===== src/hdl/dfc_pkg.sv =====
`default_nettype none
package dfc_pkg;

	localparam int unsigned APB_ADDR_W = 5;
	localparam int unsigned APB_DATA_W = 64;

	localparam logic [7:0] START_BYTE = 8'h68;
	localparam logic [7:0] END_BYTE = 8'h16;
	localparam int unsigned FRAME_OVERHEAD = 26;
	localparam int unsigned HEAD_LAST_POS = 22;
	localparam logic [15:0] CRC_POLY = 16'h8408;
	localparam logic [15:0] CRC_INIT = 16'hFFFF;

	typedef enum logic [1:0] {
		REG_STATION = 2'd0,
		REG_DIRECTION = 2'd1,
		REG_FLAG = 2'd2,
		REG_ORDER = 2'd3
	} reg_idx_t;

	typedef enum logic [2:0] {
		PH_HUNT,
		PH_HEAD,
		PH_DATA,
		PH_CRC,
		PH_END
	} phase_t;

	typedef enum logic [3:0] {
		ST_OK = 4'd0,
		ST_TRUNCATED = 4'd1,
		ST_LENGTH = 4'd2,
		ST_END_BYTE = 4'd3,
		ST_CRC = 4'd4,
		ST_DIRECTION = 4'd5,
		ST_FLAG = 4'd6,
		ST_ADDRESS = 4'd7,
		ST_FUNCTION = 4'd8
	} status_t;

	typedef struct packed {
		logic [55:0] station_address;
		logic [7:0] expected_direction;
		logic [7:0] expected_flag;
		logic word_byte_order;
	} cfg_t;

	typedef struct packed {
		logic [7:0] rx_byte;
		logic buffer_end;
	} in_item_t;

	typedef struct packed {
		logic kind;
		logic [7:0] data_byte;
		logic [9:0] data_index;
		logic [3:0] status;
		logic [15:0] function_code;
		logic [7:0] direction_byte;
		logic [7:0] flag_byte;
		logic [55:0] frame_address;
		logic [55:0] packet_ident;
		logic [10:0] data_length;
		logic last;
	} out_item_t;

	// reflected fcs16, one byte
	function automatic logic [15:0] crc_byte(input logic [15:0] crc_in, input logic [7:0] b);
		logic [15:0] c;
		c = crc_in ^ {8'h00, b};
		for (int i = 0; i < 8; i++) begin
			c = c[0] ? ((c >> 1) ^ CRC_POLY) : (c >> 1);
		end
		return c;
	endfunction

	// place one byte of a two-byte field, order set means first byte high
	function automatic logic [15:0] put_word_byte(input logic [15:0] old, input logic [7:0] b,
			input logic first, input logic order);
		if (order == first) begin
			return {b, old[7:0]};
		end
		return {old[15:8], b};
	endfunction

	function automatic logic code_known(input logic [15:0] code);
		logic known;
		known = 1'b0;
		case (code) inside
			16'h2001, 16'h2002, 16'h2003, 16'h2004,
			16'h2011, 16'h2012, 16'h2013, 16'h2014, 16'h2015, 16'h2016,
			16'h2021, 16'h2022, 16'h2023, 16'h2024,
			16'h2031, 16'h2032, 16'h2033, 16'h2034, 16'h2035, 16'h2036,
			16'h2041, 16'h2042, 16'h2043, 16'h2044,
			16'h2051, 16'h2052, 16'h2053,
			16'h2061, 16'h2062: known = 1'b1;
			default: known = 1'b0;
		endcase
		return known;
	endfunction

endpackage
`default_nettype wire


===== src/hdl/dfc_regs.sv =====
`default_nettype none
module dfc_regs
	import dfc_pkg::*;
(
	input wire logic clk,
	input wire logic arst_n,
	input wire logic psel,
	input wire logic penable,
	input wire logic pwrite,
	input wire logic [APB_ADDR_W-1:0] paddr,
	input wire logic [APB_DATA_W-1:0] pwdata,
	output logic [APB_DATA_W-1:0] prdata,
	output logic pready,
	output cfg_t cfg
);

	cfg_t cfg_q;
	reg_idx_t idx;
	logic wr_en;

	assign idx = reg_idx_t'(paddr[APB_ADDR_W-1:3]);
	assign wr_en = psel && penable && pwrite;
	assign pready = 1'b1;
	assign cfg = cfg_q;

	always_ff @(posedge clk or negedge arst_n) begin
		if (!arst_n) begin
			cfg_q <= '0;
		end else if (wr_en) begin
			case (idx)
				REG_STATION: cfg_q.station_address <= pwdata[55:0];
				REG_DIRECTION: cfg_q.expected_direction <= pwdata[7:0];
				REG_FLAG: cfg_q.expected_flag <= pwdata[7:0];
				REG_ORDER: cfg_q.word_byte_order <= pwdata[0];
				default: cfg_q <= cfg_q;
			endcase
		end
	end

	always_comb begin
		prdata = '0;
		case (idx)
			REG_STATION: prdata[55:0] = cfg_q.station_address;
			REG_DIRECTION: prdata[7:0] = cfg_q.expected_direction;
			REG_FLAG: prdata[7:0] = cfg_q.expected_flag;
			REG_ORDER: prdata[0] = cfg_q.word_byte_order;
			default: prdata = '0;
		endcase
	end

endmodule
`default_nettype wire


===== src/hdl/dfc_frame.sv =====
`default_nettype none
module dfc_frame
	import dfc_pkg::*;
#(
	parameter int unsigned MAX_DATA_BYTES = 1024
) (
	input wire logic clk,
	input wire logic arst_n,
	input wire cfg_t cfg,
	input wire logic byte_valid,
	output logic byte_ready,
	input wire in_item_t byte_item,
	input wire logic room,
	output logic push,
	output out_item_t push_item
);

	localparam int unsigned CW = $clog2(MAX_DATA_BYTES + 1);
	localparam logic [16:0] MaxData = 17'(MAX_DATA_BYTES);
	localparam logic [16:0] MaxPacket = 17'(MAX_DATA_BYTES + FRAME_OVERHEAD);
	localparam logic [CW-1:0] HeadLast = CW'(HEAD_LAST_POS);

	logic valid_s1;
	in_item_t item_s1;
	logic fire;

	phase_t phase_q, phase_d;
	logic [CW-1:0] cnt_q, cnt_d, cnt_nx;
	logic [15:0] crc_q, crc_d;
	logic [15:0] pkt_len_q, pkt_len_d;
	logic [15:0] pay_len_q, pay_len_d;
	logic [15:0] func_q, func_d;
	logic [7:0] dir_q, dir_d;
	logic [7:0] flag_q, flag_d;
	logic [55:0] addr_q, addr_d;
	logic [55:0] ident_q, ident_d;
	logic [15:0] rcrc_q, rcrc_d;

	logic emit;
	status_t st;
	logic data_out;
	logic [16:0] sat_len;
	logic [7:0] b;

	assign fire = valid_s1 && room;
	assign byte_ready = !valid_s1 || room;
	assign b = item_s1.rx_byte;
	assign cnt_nx = cnt_q + 1'b1;

	always_ff @(posedge clk or negedge arst_n) begin
		if (!arst_n) begin
			valid_s1 <= 1'b0;
		end else if (byte_valid && byte_ready) begin
			valid_s1 <= 1'b1;
		end else if (fire) begin
			valid_s1 <= 1'b0;
		end
	end

	always_ff @(posedge clk) begin
		if (byte_valid && byte_ready) begin
			item_s1 <= byte_item;
		end
	end

	always_comb begin
		phase_d = phase_q;
		cnt_d = cnt_q;
		crc_d = crc_q;
		pkt_len_d = pkt_len_q;
		pay_len_d = pay_len_q;
		func_d = func_q;
		dir_d = dir_q;
		flag_d = flag_q;
		addr_d = addr_q;
		ident_d = ident_q;
		rcrc_d = rcrc_q;
		emit = 1'b0;
		st = ST_OK;
		data_out = 1'b0;
		if (fire) begin
			if (item_s1.buffer_end) begin
				if (phase_q != PH_HUNT) begin
					emit = 1'b1;
					st = ST_TRUNCATED;
				end
			end else begin
				case (phase_q)
					PH_HEAD: begin
						cnt_d = cnt_nx;
						crc_d = crc_byte(crc_q, b);
						case (cnt_nx)
							CW'(1), CW'(2): pkt_len_d = put_word_byte(pkt_len_q, b,
								cnt_nx == CW'(1), cfg.word_byte_order);
							CW'(3): func_d[15:8] = b;
							CW'(4): func_d[7:0] = b;
							CW'(5): dir_d = b;
							CW'(6): flag_d = b;
							CW'(21), CW'(22): pay_len_d = put_word_byte(pay_len_q, b,
								cnt_nx == CW'(21), cfg.word_byte_order);
							default: begin
								if (cnt_nx >= CW'(7) && cnt_nx <= CW'(13)) begin
									addr_d[8*(int'(cnt_nx) - 7) +: 8] = b;
								end else if (cnt_nx >= CW'(14) && cnt_nx <= CW'(20)) begin
									ident_d[8*(int'(cnt_nx) - 14) +: 8] = b;
								end
							end
						endcase
						if (cnt_nx >= HeadLast) begin
							if ({1'b0, pay_len_d} > MaxData || {1'b0, pkt_len_d} > MaxPacket) begin
								emit = 1'b1;
								st = ST_LENGTH;
							end else begin
								cnt_d = '0;
								phase_d = (pay_len_d == 16'd0) ? PH_CRC : PH_DATA;
							end
						end
					end
					PH_DATA: begin
						crc_d = crc_byte(crc_q, b);
						data_out = 1'b1;
						cnt_d = cnt_nx;
						if (16'(cnt_nx) >= pay_len_q) begin
							cnt_d = '0;
							phase_d = PH_CRC;
						end
					end
					PH_CRC: begin
						rcrc_d = put_word_byte(rcrc_q, b, cnt_q == '0, cfg.word_byte_order);
						cnt_d = cnt_nx;
						if (cnt_nx >= CW'(2)) begin
							cnt_d = '0;
							phase_d = PH_END;
						end
					end
					PH_END: begin
						emit = 1'b1;
						if (b != END_BYTE) begin
							st = ST_END_BYTE;
						end else if (crc_q != rcrc_q) begin
							st = ST_CRC;
						end else if (dir_q != cfg.expected_direction) begin
							st = ST_DIRECTION;
						end else if (flag_q != cfg.expected_flag) begin
							st = ST_FLAG;
						end else if (addr_q != cfg.station_address) begin
							st = ST_ADDRESS;
						end else if (!code_known(func_q)) begin
							st = ST_FUNCTION;
						end else begin
							st = ST_OK;
						end
					end
					default: begin
						phase_d = PH_HUNT;
						if (b == START_BYTE) begin
							cnt_d = '0;
							crc_d = crc_byte(CRC_INIT, b);
							pkt_len_d = '0;
							pay_len_d = '0;
							func_d = '0;
							dir_d = '0;
							flag_d = '0;
							addr_d = '0;
							ident_d = '0;
							rcrc_d = '0;
							phase_d = PH_HEAD;
						end
					end
				endcase
			end
			if (emit) begin
				phase_d = PH_HUNT;
				cnt_d = '0;
			end
		end
	end

	// status reports the length as updated by this byte
	assign sat_len = ({1'b0, pay_len_d} > MaxData) ? MaxData : {1'b0, pay_len_d};

	always_comb begin
		push_item = '0;
		push = emit || data_out;
		if (data_out) begin
			push_item.data_byte = b;
			push_item.data_index = 10'(cnt_q);
		end else begin
			push_item.kind = 1'b1;
			push_item.status = st;
			push_item.function_code = func_d;
			push_item.direction_byte = dir_d;
			push_item.flag_byte = flag_d;
			push_item.frame_address = addr_d;
			push_item.packet_ident = ident_d;
			push_item.data_length = sat_len[10:0];
			push_item.last = 1'b1;
		end
	end

	always_ff @(posedge clk or negedge arst_n) begin
		if (!arst_n) begin
			phase_q <= PH_HUNT;
			cnt_q <= '0;
			crc_q <= CRC_INIT;
			pkt_len_q <= '0;
			pay_len_q <= '0;
			func_q <= '0;
			dir_q <= '0;
			flag_q <= '0;
			addr_q <= '0;
			ident_q <= '0;
			rcrc_q <= '0;
		end else begin
			phase_q <= phase_d;
			cnt_q <= cnt_d;
			crc_q <= crc_d;
			pkt_len_q <= pkt_len_d;
			pay_len_q <= pay_len_d;
			func_q <= func_d;
			dir_q <= dir_d;
			flag_q <= flag_d;
			addr_q <= addr_d;
			ident_q <= ident_d;
			rcrc_q <= rcrc_d;
		end
	end

endmodule
`default_nettype wire


===== src/hdl/dfc_out_buf.sv =====
`default_nettype none
module dfc_out_buf
	import dfc_pkg::*;
(
	input wire logic clk,
	input wire logic arst_n,
	input wire logic push,
	input wire out_item_t push_item,
	output logic room,
	output logic res_valid,
	input wire logic res_ready,
	output out_item_t res_item
);

	out_item_t slot_q [2];
	logic wr_ptr_q, rd_ptr_q;
	logic [1:0] count_q;
	logic pop;

	// room comes from registers only, so the receiver never reaches byte_ready
	assign room = (count_q != 2'd2);
	assign res_valid = (count_q != 2'd0);
	assign res_item = slot_q[rd_ptr_q];
	assign pop = res_valid && res_ready;

	always_ff @(posedge clk or negedge arst_n) begin
		if (!arst_n) begin
			wr_ptr_q <= 1'b0;
			rd_ptr_q <= 1'b0;
			count_q <= 2'd0;
		end else begin
			if (push) begin
				wr_ptr_q <= !wr_ptr_q;
			end
			if (pop) begin
				rd_ptr_q <= !rd_ptr_q;
			end
			count_q <= count_q + {1'b0, push} - {1'b0, pop};
		end
	end

	always_ff @(posedge clk) begin
		if (push) begin
			slot_q[wr_ptr_q] <= push_item;
		end
	end

endmodule
`default_nettype wire


===== src/hdl/delimited_frame_checker_crc16.sv =====
// Frame checker for 0x68 ... 0x16 delimited frames with an fcs16 check.
// Byte channel: byte_valid/byte_ready/byte_item carry one received byte per
// transaction, or an end-of-buffer mark (buffer_end) that closes a partial frame.
// Result channel: res_valid/res_ready/res_item carry either one payload byte
// (kind 0) or the frame status (kind 1, last 1) at the end of a frame.
// Configuration: APB port, 64-bit registers at byte addresses 0x00 station
// address, 0x08 expected direction, 0x10 expected flag, 0x18 byte order.
// Write only while no byte is in flight.
// Path: an accepted byte waits in the input register; its result, if any, is
// written into the result buffer and visible from there. Throughput: one byte
// per cycle while the buffer has room, set by the combinational parse/crc update.
// Reset: frame state returns to start-byte search, crc to 0xFFFF, other frame
// fields and configuration registers to zero, result buffer empty.
// Receiver stall: a two-entry result buffer absorbs the results; once it is
// full and a byte waits in the input register, byte_ready drops until the
// receiver takes a result.
`default_nettype none
module delimited_frame_checker_crc16
	import dfc_pkg::*;
#(
	parameter int unsigned MAX_DATA_BYTES = 1024
) (
	input wire logic clk,
	input wire logic arst_n,
	input wire logic psel,
	input wire logic penable,
	input wire logic pwrite,
	input wire logic [APB_ADDR_W-1:0] paddr,
	input wire logic [APB_DATA_W-1:0] pwdata,
	output logic [APB_DATA_W-1:0] prdata,
	output logic pready,
	input wire logic byte_valid,
	output logic byte_ready,
	input wire in_item_t byte_item,
	output logic res_valid,
	input wire logic res_ready,
	output out_item_t res_item
);

	cfg_t cfg;
	logic room;
	logic push;
	out_item_t push_item;

	dfc_regs u_regs (
		.clk(clk),
		.arst_n(arst_n),
		.psel(psel),
		.penable(penable),
		.pwrite(pwrite),
		.paddr(paddr),
		.pwdata(pwdata),
		.prdata(prdata),
		.pready(pready),
		.cfg(cfg)
	);

	dfc_frame #(
		.MAX_DATA_BYTES(MAX_DATA_BYTES)
	) u_frame (
		.clk(clk),
		.arst_n(arst_n),
		.cfg(cfg),
		.byte_valid(byte_valid),
		.byte_ready(byte_ready),
		.byte_item(byte_item),
		.room(room),
		.push(push),
		.push_item(push_item)
	);

	dfc_out_buf u_out_buf (
		.clk(clk),
		.arst_n(arst_n),
		.push(push),
		.push_item(push_item),
		.room(room),
		.res_valid(res_valid),
		.res_ready(res_ready),
		.res_item(res_item)
	);

endmodule
`default_nettype wire


===== config.mk =====
export PLATFORM = sky130hd
export DESIGN_NAME = delimited_frame_checker_crc16
export DESIGN_NICKNAME = d
export VERILOG_FILES = /design/src/hdl/dfc_pkg.sv /design/src/hdl/dfc_regs.sv /design/src/hdl/dfc_frame.sv /design/src/hdl/dfc_out_buf.sv /design/src/hdl/delimited_frame_checker_crc16.sv
export SDC_FILE = /design/constraint.sdc
export NUM_CORES = 1
export LEC_CHECK = 0
export BUFFER_PORTS_ARGS = -buffer_cell sky130_fd_sc_hd__buf_2
export CORE_ASPECT_RATIO = 0.5
export CORE_MARGIN = 2
export CORE_UTILIZATION = 31
export DETAILED_ROUTE_END_ITERATION = 10
export GPL_ROUTABILITY_DRIVEN = 0
export SKIP_CTS_REPAIR_TIMING = 1
export SLEW_MARGIN = 15
export SYNTH_ARGS = -nofsm -noshare
export SYNTH_HDL_FRONTEND = slang
export SYNTH_SLANG_ARGS = --single-unit

===== constraint.sdc =====
create_clock -name clk -period 11.2 [get_ports clk]
set_clock_uncertainty 0.15 [all_clocks]
set_input_delay 2.24 -clock clk [delete_from_list [all_inputs] [get_ports clk]]
set_output_delay 2.24 -clock clk [all_outputs]
set_load 0.02 [all_outputs]

== Word level (Yosys, flattened, before mapping) ==
Memory sizes are Yosys's and may differ from the RTL's.
Index checks and enable logic that the tools add are counted.

* Flip-flop bits (word level): 309
* Memory bits (writable): 358
* Input bits: 85
* Output and inout port bits: 246
* Word-level logic and storage cells: 312
* Memories kept: 1

{| class="wikitable"
|+ Memory list
! name !! depth !! bits a word !! read ports !! clocked after memory_dff !! write ports !! RTL line !! text
|-
| u_out_buf.slot_q || 2 || 179 || 1 || 0 || 1 || dfc_out_buf.sv:15 || <nowiki>out_item_t slot_q [2];</nowiki>
|}

* Add/subtract/negate cells: 7
* Magnitude comparators: 10
* Eq/ne operators: 62
* Shifts and indexed selects: 4
* Muxes and demuxes: 143
* Bitwise operators: 22
* Reduce and logical (&&, ||, !) cells: 41

{| class="wikitable"
|+ Operators with widths
! cell !! count
|-
| $mux W56 || 11
|-
| $mux W16 || 38
|-
| $eq A16 B14 Y1 const B || 29
|-
| $pmux W56 S2 || 2
|-
| $mux W160 || 1
|-
| $pmux W16 S2 || 5
|-
| $bwmux W56 || 2
|-
| $shift A8 B33 Y56 const A || 2
|-
| $shiftx A8 B33 Y56 || 2
|-
| $mux W11 || 8
|-
| $mux W8 || 10
|-
| $neg A32 Y33 || 2
|-
| $ne A56 B56 Y1 || 1
|-
| $gt A16 B11 Y1 const B || 3
|-
| $mux W48 || 1
|-
| $not A2 Y3 || 16
|-
| $pmux W11 S4 || 1
|-
| $mux W1 || 40
|-
| $mux W4 || 9
|-
| $eq A11 B3 Y1 const B || 3
|-
| $pmux W8 S2 || 2
|-
| $reduce_or A29 Y1 || 1
|-
| $eq A11 B2 Y1 const B || 2
|-
| $eq A11 B5 Y1 const B || 2
|-
| 54 further kinds || 96
|}

== Logic depth before layout (Yosys ltp) ==
Gate-level depths: netlist of the first run.

* Word-level depth: 24
* Depth in mapped cells: 23

== Cells and area by module ==
Synthesis of the first run repeated with hierarchy kept, for this count alone.

* Cell total of the unflattened synthesis: 2623
* Area, all modules: 32949.1 um^2

{| class="wikitable"
|+ Modules (own cells, without submodules)
! module !! instances !! cells an instance !! area an instance (um^2)
|-
| dfc_frame || 1 || 1800 || 16101.7
|-
| dfc_out_buf || 1 || 574 || 13514.2
|-
| dfc_regs || 1 || 249 || 3333.2
|}

== Worst setup path after synthesis of the first run ==
OpenSTA, ideal clock, no wires.

* Path kind: reg-to-reg
* Start: reg u_frame.cnt_q[0]
* End: mem u_out_buf.slot_q[0][0] (netlist bit), enable pin
* Setup time: 0.719 ns
* Arrival: 10.695 ns
* Path slack: -0.364 ns
* Cell stages (with the launch flop): 16
* Buffers on the path: 2
* Path through: dfrtp_1 -> buf_2 -> clkinv_1 -> ha_1 -> ha_1 -> clkbuf_1 -> nand2_1 -> nor2_1 -> nand4_1 -> nor2_1 -> mux2_2 -> a221oi_1 -> nor3_1 -> o21ai_1 -> o21ai_1 -> nor2_1

* Longest elaborated chain between the ends: 24
* Elaborated cells on any way between the ends: 42

{| class="wikitable"
|+ RTL lines
! what !! RTL line !! text
|-
| start, declared || dfc_frame.sv:28 || <nowiki>logic [CW-1:0] cnt_q, cnt_d, cnt_nx;</nowiki>
|-
| start signal, assigned || dfc_frame.sv:216 || <nowiki>cnt_q <= cnt_d;</nowiki>
|-
| $add A11 B1 Y11 (*) || dfc_frame.sv:48 || <nowiki>assign cnt_nx = cnt_q + 1'b1;</nowiki>
|-
| $eq A11 B5 Y1 or $eq A11 B1 Y1 (tied branches) || dfc_frame.sv:92, dfc_frame.sv:100, dfc_frame.sv:94 ||
|-
| $eq A1 B1 Y1 || dfc_pkg.sv:80 || <nowiki>if (order == first) begin</nowiki>
|-
| $mux W1 || dfc_pkg.sv:80 ||
|-
| $mux W1 || dfc_frame.sv:92 || <nowiki>case (cnt_nx)</nowiki>
|-
| $mux W1 || dfc_frame.sv:88 || <nowiki>case (phase_q)</nowiki>
|-
| $mux W1 || dfc_frame.sv:82 || <nowiki>if (item_s1.buffer_end) begin</nowiki>
|-
| $mux W1 || dfc_frame.sv:81 || <nowiki>if (fire) begin</nowiki>
|-
| [... 7 more ...] || - ||
|-
| $mux W1 || dfc_frame.sv:110 || <nowiki>if ({1'b0, pay_len_d} > MaxData || {1'b0, pkt_len_d} > MaxPacket) begin</nowiki>
|-
| $mux W1 (*) || dfc_frame.sv:109 || <nowiki>if (cnt_nx >= HeadLast) begin</nowiki>
|-
| $pmux W1 S2 (*) || dfc_frame.sv:88 ||
|-
| $mux W1 (*) || dfc_frame.sv:82 ||
|-
| $mux W1 (*) (2 in series) || dfc_frame.sv:81 ||
|-
| $logic_or A1 B1 Y1 (*) || dfc_frame.sv:184 || <nowiki>push = emit || data_out;</nowiki>
|-
| $mux W1 (*) || dfc_out_buf.sv:43 || <nowiki>if (push) begin</nowiki>
|-
| $mux W1 (implied by the code) (*) || dfc_out_buf.sv:44 || <nowiki>slot_q[wr_ptr_q] <= push_item;</nowiki>
|-
| end, declared || dfc_out_buf.sv:15 ||
|}

Mark *: on every way between the ends. The rest lies on a longest branch, timed or not. The select of a mux whose other input is x is not followed.

==> run metrics, run 1 <==
number of nets in the layout=3003; number of non-filler instances in the completed layout=4289; length of routed wiring on met1=40200 um; CP Max Fanout=between 50 and 60; number of fillers in the final layout=9751; detail-routed net length per standard cell=21.6 um; Worst-path clk slew=0.06 ns; sum of met3 wire segment lengths after detailed routing=between 4000 and 5000 um; final setup violating endpoints=0; number of sinks driven by the clock tree=between 600 and 700; number of buffer and inverter stages on the critical path=2; CP Cell Sequence=buf_4, clkinv_1, ha_1, ha_1, nor3_1, a21oi_1, nand4_1, a21oi_1, o21ai_1, nor4_1, nand4_1, ha_1, nand2_1, or4_1, mux2i_1, nand4_1, o31ai_1, nand2_1, a21o_1, and2_1; max-slew violation count=0; largest vdd supply drop=0.183 mV; via count=approximately 22000; master of the slowest instance on the critical path=ha_1; total number of placement rows=82; post-route setup TNS=0 ns; number of buffers created by CTS=69; post-route antenna net violation count=0; crit path DAT=7.87 ns; Maximum Capacitance Violations=0; Seq. cell area=~18000 um2; final core area utilization=between 30% and 40%; number of global-route vias before repair=21800; area of the mapped netlist=31400 um2; average cell area after synthesis=~12 um2; source-to-sink clock delay at the later pin of the worst-skew pair=0.62 ns; Leakage=14.3 nW; power density relative to cell area=185 nW/um2; crit path kind=reg -> reg; Port Buffer Count=310; max incr delay on CP=1.00 ns; initial DRC count=2062; total of flip-flops plus latches after synthesis=665; combined area of the multi-input logic cells=12200 um2; fraction of final layout cells sized beyond drive strength 1=approximately 26%; post-place setup slack=3.76 ns; setup repair after global routing missed its margin=false; Critical Path End Type=flop; Post-synth EDFFs=365; Die Y-Extent=229 um; total wirelength of the detailed-routed design=92800 um; post-layout worst setup margin=3.55 ns; CP Data Required Time=11.41 ns; Slew @ Worst Pin=approximately 1.2 ns; wire length of the first global-routing pass=137000 um; synth warn=0; global-route total usage across every layer=17.3%; peak clock frequency supported by timing=131 MHz; number of antenna violations at the first check in global routing=4; Final Hold Fails=0; maximum number of pins on one net before global-route repair=roughly 130; Final Cycle Share=68.3%; routed wire length on met2=about 45000 um; 1st-pass router iterations=6; Gate Count Post-Synth=2608; root buf cell=clkbuf_16; kind of launch point of the worst setup path=flop; Period minus WS final=7.65 ns; Area growth syn-to-layout=16.5%; critical path's top delay family=simple AND/OR/NAND/NOR gates; Horiz. Die Dim=454 um; global-route congestion overflow total=0; area of the core=100000 um2; worst relative slew slack=20.2%; TritonCTS clock tree=yes; number of cells after detailed placement=4161; Max Root-Sink Buffers=3; class of the most critical hold timing path=reg -> reg; portion of the post-synthesis area used by sequential elements=58.9%; Die Outline Area=104000 um2; Most used DFF post-synth=edfxtp_1; total half-perimeter wirelength after legalization and detailed placement=62700 um; share of synthesized flip-flops with an asynchronous set or reset=45.1%; number of ports placed on the die boundary=roughly 330; final routed DRC violation total=0; outcome=completed; Cell variety after synth=90; Top Layer Used=met5; Via-to-Cell Ratio=about 5.2; Max H-tree Level=3; starting density of the core=a little under a third
[cells in the mapped netlist, types with 12 or more instances]
library cell  instances  area (um2)
o21ai_1              21         105
o2bb2ai_1            13         114
nor4_1               25         156
xor2_1               45         394
a21o_1               32         240
o21ai_0             146         731
dfstp_2              16         420
nor3_1               48         240
nor2_1               88         330
xnor2_1             106         928
a22o_1              129        1130
dfrtp_1             284        7110
edfxtp_1            365       11000
buf_2                14        70.1
mux2_2              253        2850
nand3_1              48         240
or3_1                13        81.3
ha_1                 30         375
mux2i_1              16         160
a21oi_1              54         270
nand2b_1             16         100
inv_1                38         143
nand2_1             375        1410
and2_1              113         707
nand4_1              40         250
buf_4                12        90.1
clkbuf_1            109         409
[path summary, 6_finish.rpt]
kind | slack, ns | depth (start not counted) | to | startpoint
min in group asynchronous | 1.50 | 1 | u_frame.func_q[8]$_DFF_PN0_ | arst_n
hold / removal | 0.32 | 2 | u_frame.ident_q[14]$_DFF_PN0_ | u_frame.ident_q[14]$_DFF_PN0_
setup reg to reg | 3.55 | 20 | u_out_buf.slot_q[1][91]$_DFFE_PP_ | u_frame.cnt_q[0]$_DFFE_PN0P_
max in group asynchronous | 7.16 | 3 | u_regs.cfg[54]$_DFFE_PN0P_ | arst_n
hold reg to reg | 0.32 | 2 | u_frame.ident_q[14]$_DFF_PN0_ | u_frame.ident_q[14]$_DFF_PN0_
setup / recovery | 3.55 | 20 | u_out_buf.slot_q[1][91]$_DFFE_PP_ | u_frame.cnt_q[0]$_DFFE_PN0P_
[cell families (layout without fill, tap and decap cells)]
family	after synthesis	after routing	share of synthesized area, %
AO/OA/AOI/OAI	458	458	9.97
XOR/XNOR	155	155	4.48
adder cells (fa/ha/maj)	30	30	1.20
buffers and inverters	185	514	2.44
flip-flops	665	665	58.9
multiplexers	273	273	9.81
other	2	10	0.0239
AND/OR/NAND/NOR	840	840	13.2
[placed cells by master, fill, tap and decap left out, types with 40 or more instances in the layout]
cell         n
clkbuf_16   72
dfrtp_1    282
nor3_1      44
a21oi_1     54
nand3_1     48
nand4_1     40
o21ai_0    146
a22o_1     129
mux2_2     253
xnor2_1    106
nor2_1      84
buf_2      309
nand2_1    375
xor2_1      45
and2_1     113
edfxtp_1   365
[tightest hold or removal path, cell delays in order (launching register included)]
cell and delay (ns):
dfrtp_1 0.34, nand2_1 0.05, nand2_1 0.05
[layout make-up]
type / instances / share of cell area [%]
timing repair buffer: 344 / 5.03
multi-input combinational: 1765 / 33.4
antenna: 1 / 0.00684
clock inverter: 21 / 0.417
inverter: 43 / 0.441
tap: 1344 / 4.60
sequential: 665 / 50.5
clock buffer: 106 / 5.55
[metal layers]
metal / up-vias / global-route usage (%)
met5: - / 0
met4: 2 / 5.43
met3: 159 / 2.15
met2: 765 / 28.7
met1: 11300 / 23.5
li1: 10000 / -
[metrics by stage]
stage | hold slack (ns) | cell area (um2) | power [W]
after floorplan | 0.287 | 31400 | 0.00402
after global placement | 0.299 | 34400 | 0.00458
after detailed placement | 0.309 | 34400 | 0.00460
after CTS | 0.322 | 36600 | 0.00683
after global routing | 0.341 | 36600 | 0.00701
final | 0.320 | 36600 | 0.00676
[sequential cells by signal, indices dropped and copies added, names as in the netlist]
| register | cells |
|---|---|
| u_frame.ident_q | 56 |
| u_regs.cfg | 73 |
| u_out_buf.rd_ptr_q | 1 |
| u_frame.item_s1 | 1 |
| u_frame.valid_s1 | 1 |
| u_out_buf.slot_q | 356 |
| u_frame.addr_q | 56 |
| u_frame.dir_q | 8 |
| u_frame.pay_len_q | 16 |
| u_frame.crc_q | 16 |
| u_frame.rcrc_q | 16 |
| u_frame.phase_q | 3 |
| u_frame.pkt_len_q | 16 |
| u_out_buf.count_q | 2 |
| u_frame.func_q | 16 |
| u_frame.cnt_q | 11 |
| u_frame.flag_q | 8 |
| u_frame.b | 8 |
| u_out_buf.wr_ptr_q | 1 |
[power breakdown]
group	internal, W	switching, W	leakage, nW
logic	0.000584	0.000936	6.21
clock network	0.00128	0.000953	1.07
registers	0.00282	0.000179	7.00
total	0.00469	0.00207	14.3
Power figures use the tool's default switching activity.
==> run 2, diff against run 1 <==
Clock period 11.2 ns to 6.6 ns, I/O delays scaled along.
==> run 2 against run 1 <==
Combinational power increased by 74%. Critical path type unchanged. Sequential power grew 68%. Die area is the same. Critical endpoint is now u_out_buf.slot_q[0][91]$_DFFE_PP_. Sequential share of layout area down 0.62 points. Fmax grew 25%. Highest routed layer unchanged. Via count decreased by 0.33%.
==> run metrics, run 2 (synthesis results as in run 1) <==
Period minus WS final=6.10 ns; kind of launch point of the worst setup path=flop; post-route setup TNS=0 ns; Horiz. Die Dim=roughly 450 um; total wirelength of the detailed-routed design=93000 um; maximum number of pins on one net before global-route repair=151; worst reg2reg path endpoint=u_out_buf.slot_q[0][91]$_DFFE_PP_; hold path startpoint=u_frame.ident_q[40]$_DFF_PN0_; number of buffers created by CTS=71; Critical Path Start=u_frame.cnt_q[1]$_DFFE_PN0P_; power density relative to cell area=319 nW/um2; source-to-sink clock delay at the later pin of the worst-skew pair=between 0.6 and 0.7 ns; final design instance area without fill=37000 um2; cell count of the worst reg-to-reg path=19; flip-flop count of the largest register after layout=approximately 360; max-slew violation count=0; Die Y-Extent=229 um; fraction of final layout cells sized beyond drive strength 1=a little over a quarter; Port Buffer Count=between 300 and 400; most common library cell in the layout ignoring fill and taps=nand2_1; area of the core=100000 um2; crit path kind=reg -> reg; root buf cell=clkbuf_16; post-place setup slack=0.484 ns; number of antenna violations at the first check in global routing=6; register ranked first by flip-flop count=u_out_buf.slot_q; Worst-path clk slew=0.06 ns; Die Outline Area=104000 um2; CP Max Fanout=12; master of the slowest instance on the critical path=dfrtp_1; final routed DRC violation total=0; total number of placement rows=between 80 and 90; path length in cells of the critical path=19; total cell area at the placement stage=about 35000 um2; Max Root-Sink Buffers=3; CP Data Required Time=6.81 ns; detail-routed net length per standard cell=21.6 um; outcome=completed; number of ports placed on the die boundary=331; via count=22200; number of buffer and inverter stages on the critical path=1; final setup violating endpoints=0; number of global-route vias before repair=21900; Leakage=14.5 nW; Worst R2R Setup Slack=0.50 ns; top library cells by usage in the layout, fill and taps aside=375 x nand2_1, 365 x edfxtp_1, 309 x buf_2, 282 x dfrtp_1, 253 x mux2_2; Maximum Capacitance Violations=0; max incr delay on CP=0.59 ns; Critical Path End Type=flop; crit path DAT=about 6.3 ns; wire length of the first global-routing pass=137000 um; 1st-pass router iterations=7; Min-Delay Path Depth=2; critical path's top delay family=simple AND/OR/NAND/NOR gates; global-route total usage across every layer=between 10% and 20%; TritonCTS clock tree=yes; Final Hold Fails=0; Crit Reg-Reg Startpoint=u_frame.cnt_q[1]$_DFFE_PN0P_; Slew @ Worst Pin=1.30 ns; starting density of the core=between 30% and 40%; largest vdd supply drop=0.289 mV; total half-perimeter wirelength after legalization and detailed placement=63400 um; CP Cell Sequence=ha_1, nand3_2, o21ai_0, and2_1, inv_1, or3_1, a21oi_1, o21ai_1, nor4_2, nand4_1, ha_1, nand2_1, or4_1, mux2i_1, nand4_1, o31ai_1, nand2_1, a21o_1, and2_1; Final Cycle Share=~90%; setup repair after global routing missed its margin=false; worst hold endpoint=u_frame.ident_q[40]$_DFF_PN0_; worst relative slew slack=between 10% and 20%; peak clock frequency supported by timing=164 MHz; post-layout worst setup margin=around 0.50 ns; Area growth syn-to-layout=18.0%; initial DRC count=1990; class of the most critical hold timing path=reg -> reg; post-route antenna net violation count=0; worst hold slack across all endpoints=0.320 ns; number of nets in the layout=3026; global-route congestion overflow total=0; number of sinks driven by the clock tree=665; Max H-tree Level=3; Via-to-Cell Ratio=5.14
run 2: cell count changes in the layout (fill, tap and decap cells not counted), moves of 2 or more:
cell,previous run,this run
clkbuf_16,72,74
nor2_2,1,3
clkbuf_1,24,17
bufinv_16,1,8
buf_4,32,47
clkbuf_8,10,8
clkinvlp_4,1,3
buf_12,2,8
run 2: tightest hold or removal path: cells and delay by family (launching register included):
family | cells | cell delay, ns
and+or+nand+nor | 2 | 0.10
DFF | 1 | 0.34
run 2: how the worst max path moves through the flow:
stage / endpoint / slack [ns]
2_1_floorplan: u_out_buf.slot_q[0][0]$_DFFE_PP_ / -1.97
3_3_place_gp: u_out_buf.slot_q[0][91]$_DFFE_PP_ / 0.49
3_5_place_dp: u_out_buf.slot_q[1][83]$_DFFE_PP_ / 0.48
4_1_cts: u_out_buf.slot_q[1][76]$_DFFE_PP_ / 0.49
5_1_grt: u_out_buf.slot_q[0][89]$_DFFE_PP_ / 0.07
6_report: u_out_buf.slot_q[0][91]$_DFFE_PP_ / 0.50
run 2: power breakdown:
part           internal (W)  switching [W]
clock network       0.00247        0.00167
registers           0.00479       0.000241
logic               0.00101        0.00163
run 2: area by class of cell:
cell class	count	area, um2
antenna	2	5.00
clock buffer	99	2030
fill	9691	63200
inverter	43	161
tap	1344	1680
sequential	665	18500
multi-input combinational	1765	12200
clock inverter	31	380
timing repair buffer	365	2070
run 2: metrics by stage:
stage                     cells  power [W]  util (%)
after floorplan            2615    0.00679         -
after global placement     4182    0.00778      34.5
after detailed placement   4182    0.00781      34.5
after CTS                  4312     0.0119      36.9
after global routing       4313     0.0122      36.9
final                      4314     0.0118      36.9
run 2: per-layer routing:
metal | share of wire [%] | GRT usage [%]
met5 | 0.017 | 0
met4 | 3.1 | 5.67
met3 | 5.0 | 2.29
met2 | 49 | 28.9
met1 | 43 | 23.1
==> run 3, diff against run 2 <==
Settings changed: ABC_AREA set to 1.
==> run 3 against run 2 <==
Critical path type unchanged. Largest cell class unchanged. Cell count increased by 34%. Die area rose by 7.6%. Fmax increased by 0.13%. Largest power group unchanged. Via count is 30% higher. Synthesized cell count up 54%. Cell area is 5.9% higher. Global-route usage grew 1.4 points. Clock power fell by 1%. Sequential power is 7.8% higher.
==> run metrics, run 3 <==
total wirelength of the detailed-routed design=108000 um; Gate Count Post-Synth=4016; TritonCTS clock tree=yes; post-route setup TNS=0 ns; outcome=completed; Max Root-Sink Buffers=3; maximum number of pins on one net before global-route repair=180; number of sinks driven by the clock tree=665; final routed DRC violation total=0; max incr delay on CP=0.64 ns; detail-routed net length per standard cell=18.8 um; Slew @ Worst Pin=approximately 1.2 ns; average cell area after synthesis=8.42 um2; Seq pwr share=about two fifths; final setup violating endpoints=0; synth warn=0; cell types with the highest counts after synthesis=1291 x nand2_1, 396 x inv_1, 365 x edfxtp_1, 336 x nor2_1, 284 x dfrtp_1; number of buffer and inverter stages on the critical path=0; number of buffers created by CTS=72; Port Buffer Count=310; Max H-tree Level=3; class of the most critical hold timing path=reg -> reg; Area growth syn-to-layout=16.0%; post-route antenna net violation count=0; Cell variety after synth=58; max-slew violation count=0; setup repair after global routing missed its margin=false; source-to-sink clock delay at the later pin of the worst-skew pair=0.63 ns; area of the mapped netlist=33800 um2; proportion of power drawn by combinational gates=31.9%; Post-synth EDFFs=365; 1st-pass router iterations=6; total number of placement rows=85; portion of the post-synthesis area used by sequential elements=54.7%; Most common cell on crit path=nand2_1; internal cell power=about 0.0086 W; global-route total usage across every layer=18.7%; Maximum Capacitance Violations=0; CP Cell Sequence=ha_1, nand2_2, nor2_1, nand2_1, nand2_1, nand2_1, nor2_4, nand2_2, xor2_1, nor4_1, nand2_1, ha_1, nor4_1, nand3_1, nor3_1, nand3_1, nor2_1, nand3b_4, nor3_4, nand3_2, o21bai_1, nand2_1, nand2_1, nor2_1; number of nets in the layout=4379; worst relative slew slack=a little under a fifth; kind of launch point of the worst setup path=flop; net switching power figure=roughly 0.0053 W; Period minus WS final=6.10 ns; total half-perimeter wirelength after legalization and detailed placement=between 70000 and 80000 um; Via-to-Cell Ratio=5.03; Most used DFF post-synth=edfxtp_1; register ranked first by flip-flop count=u_out_buf.slot_q; top library cells by usage in the layout, fill and taps aside=1290 x nand2_1, 393 x inv_1, 365 x edfxtp_1, 330 x nor2_1, 309 x buf_2; number of ports placed on the die boundary=331; share of synthesized flip-flops with an asynchronous set or reset=45.1%; Final Cycle Share=92.4%; crit path kind=reg -> reg; Leakage=18.4 nW; peak clock frequency supported by timing=164 MHz; Critical Path End Type=flop; Die Y-Extent=238 um; wire length of the first global-routing pass=between 150000 and 200000 um; largest vdd supply drop=0.267 mV; fraction of final layout cells sized beyond drive strength 1=a little over an eighth; master of the slowest instance on the critical path=dfrtp_1; area of the core=108000 um2; post-synth top area cell=edfxtp_1; most common library cell in the layout ignoring fill and taps=nand2_1; initial DRC count=3118; critical path's top delay family=simple AND/OR/NAND/NOR gates; CP Max Fanout=18; CP Data Required Time=6.79 ns; root buf cell=clkbuf_16; power density relative to cell area=356 nW/um2; starting density of the core=a little under a third; number of antenna violations at the first check in global routing=12; total of flip-flops plus latches after synthesis=between 600 and 700; number of global-route vias before repair=27100; Yosys top cell area share=32.4%; final core area utilization=36.4%; Horiz. Die Dim=471 um; leading cell types by total area after synthesis=edfxtp_1 32%, dfrtp_1 21%, nand2_1 14%; Final Hold Fails=0; Die Outline Area=approximately 110000 um2; top-count cell post-synth=nand2_1; Clk pwr share=between 20% and 30%; switching fraction of total power=between 30% and 40%; Worst-path clk slew=approximately 0.060 ns; crit path DAT=between 6 and 7 ns; flip-flop count of the largest register after layout=roughly 360; global-route congestion overflow total=0; via count=29000
## run 3: cell types whose count changed in the layout (fill, tap and decap cells not counted), moves of 148 or more
cell     before   now
inv_1        37   393
nor2_1       83   330
nand3_1      48   196
a21oi_1      54   250
nand2_1     375  1290
mux2_2      253     0
## run 3: cells by family (layout without fill, tap and decap cells)
group                      Yosys count  after routing  share of synthesized area [%]
xor gates and xnor gates            78             78                           2.04
other                                2             11                         0.0222
buffers and inverters              610            910                           7.16
adders and majority gates           30             30                           1.11
DFF                                665            665                           54.7
AOI/OAI and AO/OA                  560            560                           8.94
and+or+nand+nor                   2071           2071                           26.0
## run 3: tightest hold or removal path: stages, from the launching register on
cell and delay (ns):
dfrtp_1 0.34, nand2_1 0.07, nand2_1 0.06
## run 3: path summary, 6_finish.rpt
path | end | startpoint | cells past startpoint | slack, ns
setup / recovery | u_out_buf.slot_q[1][63]$_DFFE_PP_ | u_frame.cnt_q[0]$_DFFE_PN0P_ | 24 | 0.50
min in group asynchronous | u_regs.cfg[0]$_DFFE_PN0P_ | arst_n | 1 | 0.47
hold / removal | u_frame.ident_q[11]$_DFF_PN0_ | u_frame.ident_q[11]$_DFF_PN0_ | 2 | 0.35
setup reg to reg | u_out_buf.slot_q[1][63]$_DFFE_PP_ | u_frame.cnt_q[0]$_DFFE_PN0P_ | 24 | 0.50
hold reg to reg | u_frame.ident_q[11]$_DFF_PN0_ | u_frame.ident_q[11]$_DFF_PN0_ | 2 | 0.35
max in group asynchronous | u_frame.addr_q[47]$_DFF_PN0_ | arst_n | 2 | 4.29
## run 3: final cells by class
| cell class | count | area [um2] |
|---|---|---|
| flip-flops and latches | 665 | 18500 |
| inverters | 421 | 1590 |
| diodes | 2 | 5.00 |
| repair buffers | 356 | 1980 |
| multi-input cells | 2748 | 13000 |
| fillers | 11000 | 68600 |
| clock inverters | 31 | 340 |
| well taps | 1435 | 1800 |
| clock buffers | 102 | 2030 |
## run 3: layer usage
layer	up-vias	global-route usage, %	routed length [um]
met5	-	0	42
met4	6	6.42	3530
met3	214	2.51	6960
met2	1058	30.7	51200
met1	14000	25.5	46500
li1	13700	-	-
## run 3: power groups by stage
stage	logic (W)	registers (W)	clock network (W)
6_report	0.00445	0.00542	0.00408
5_1_grt	0.00485	0.00548	0.00432
4_1_cts	0.00451	0.00542	0.00415
3_5_place_dp	0.00450	0.00550	0
3_3_place_gp	0.00445	0.00548	0
2_1_floorplan	0.00290	0.00537	0
## run 3: per-stage QoR
stage	cell area [um2]	worst slack [ns]	total power, W	hold WS, ns	cells
after global placement	36800	0.649	0.00993	0.331	5625
final	39200	0.504	0.0140	0.354	5760
after floorplan	33800	0.102	0.00826	0.317	4023
after CTS	39200	0.691	0.0141	0.355	5758
after detailed placement	36800	0.694	0.00999	0.338	5625
after global routing	39200	0.0597	0.0146	0.374	5760
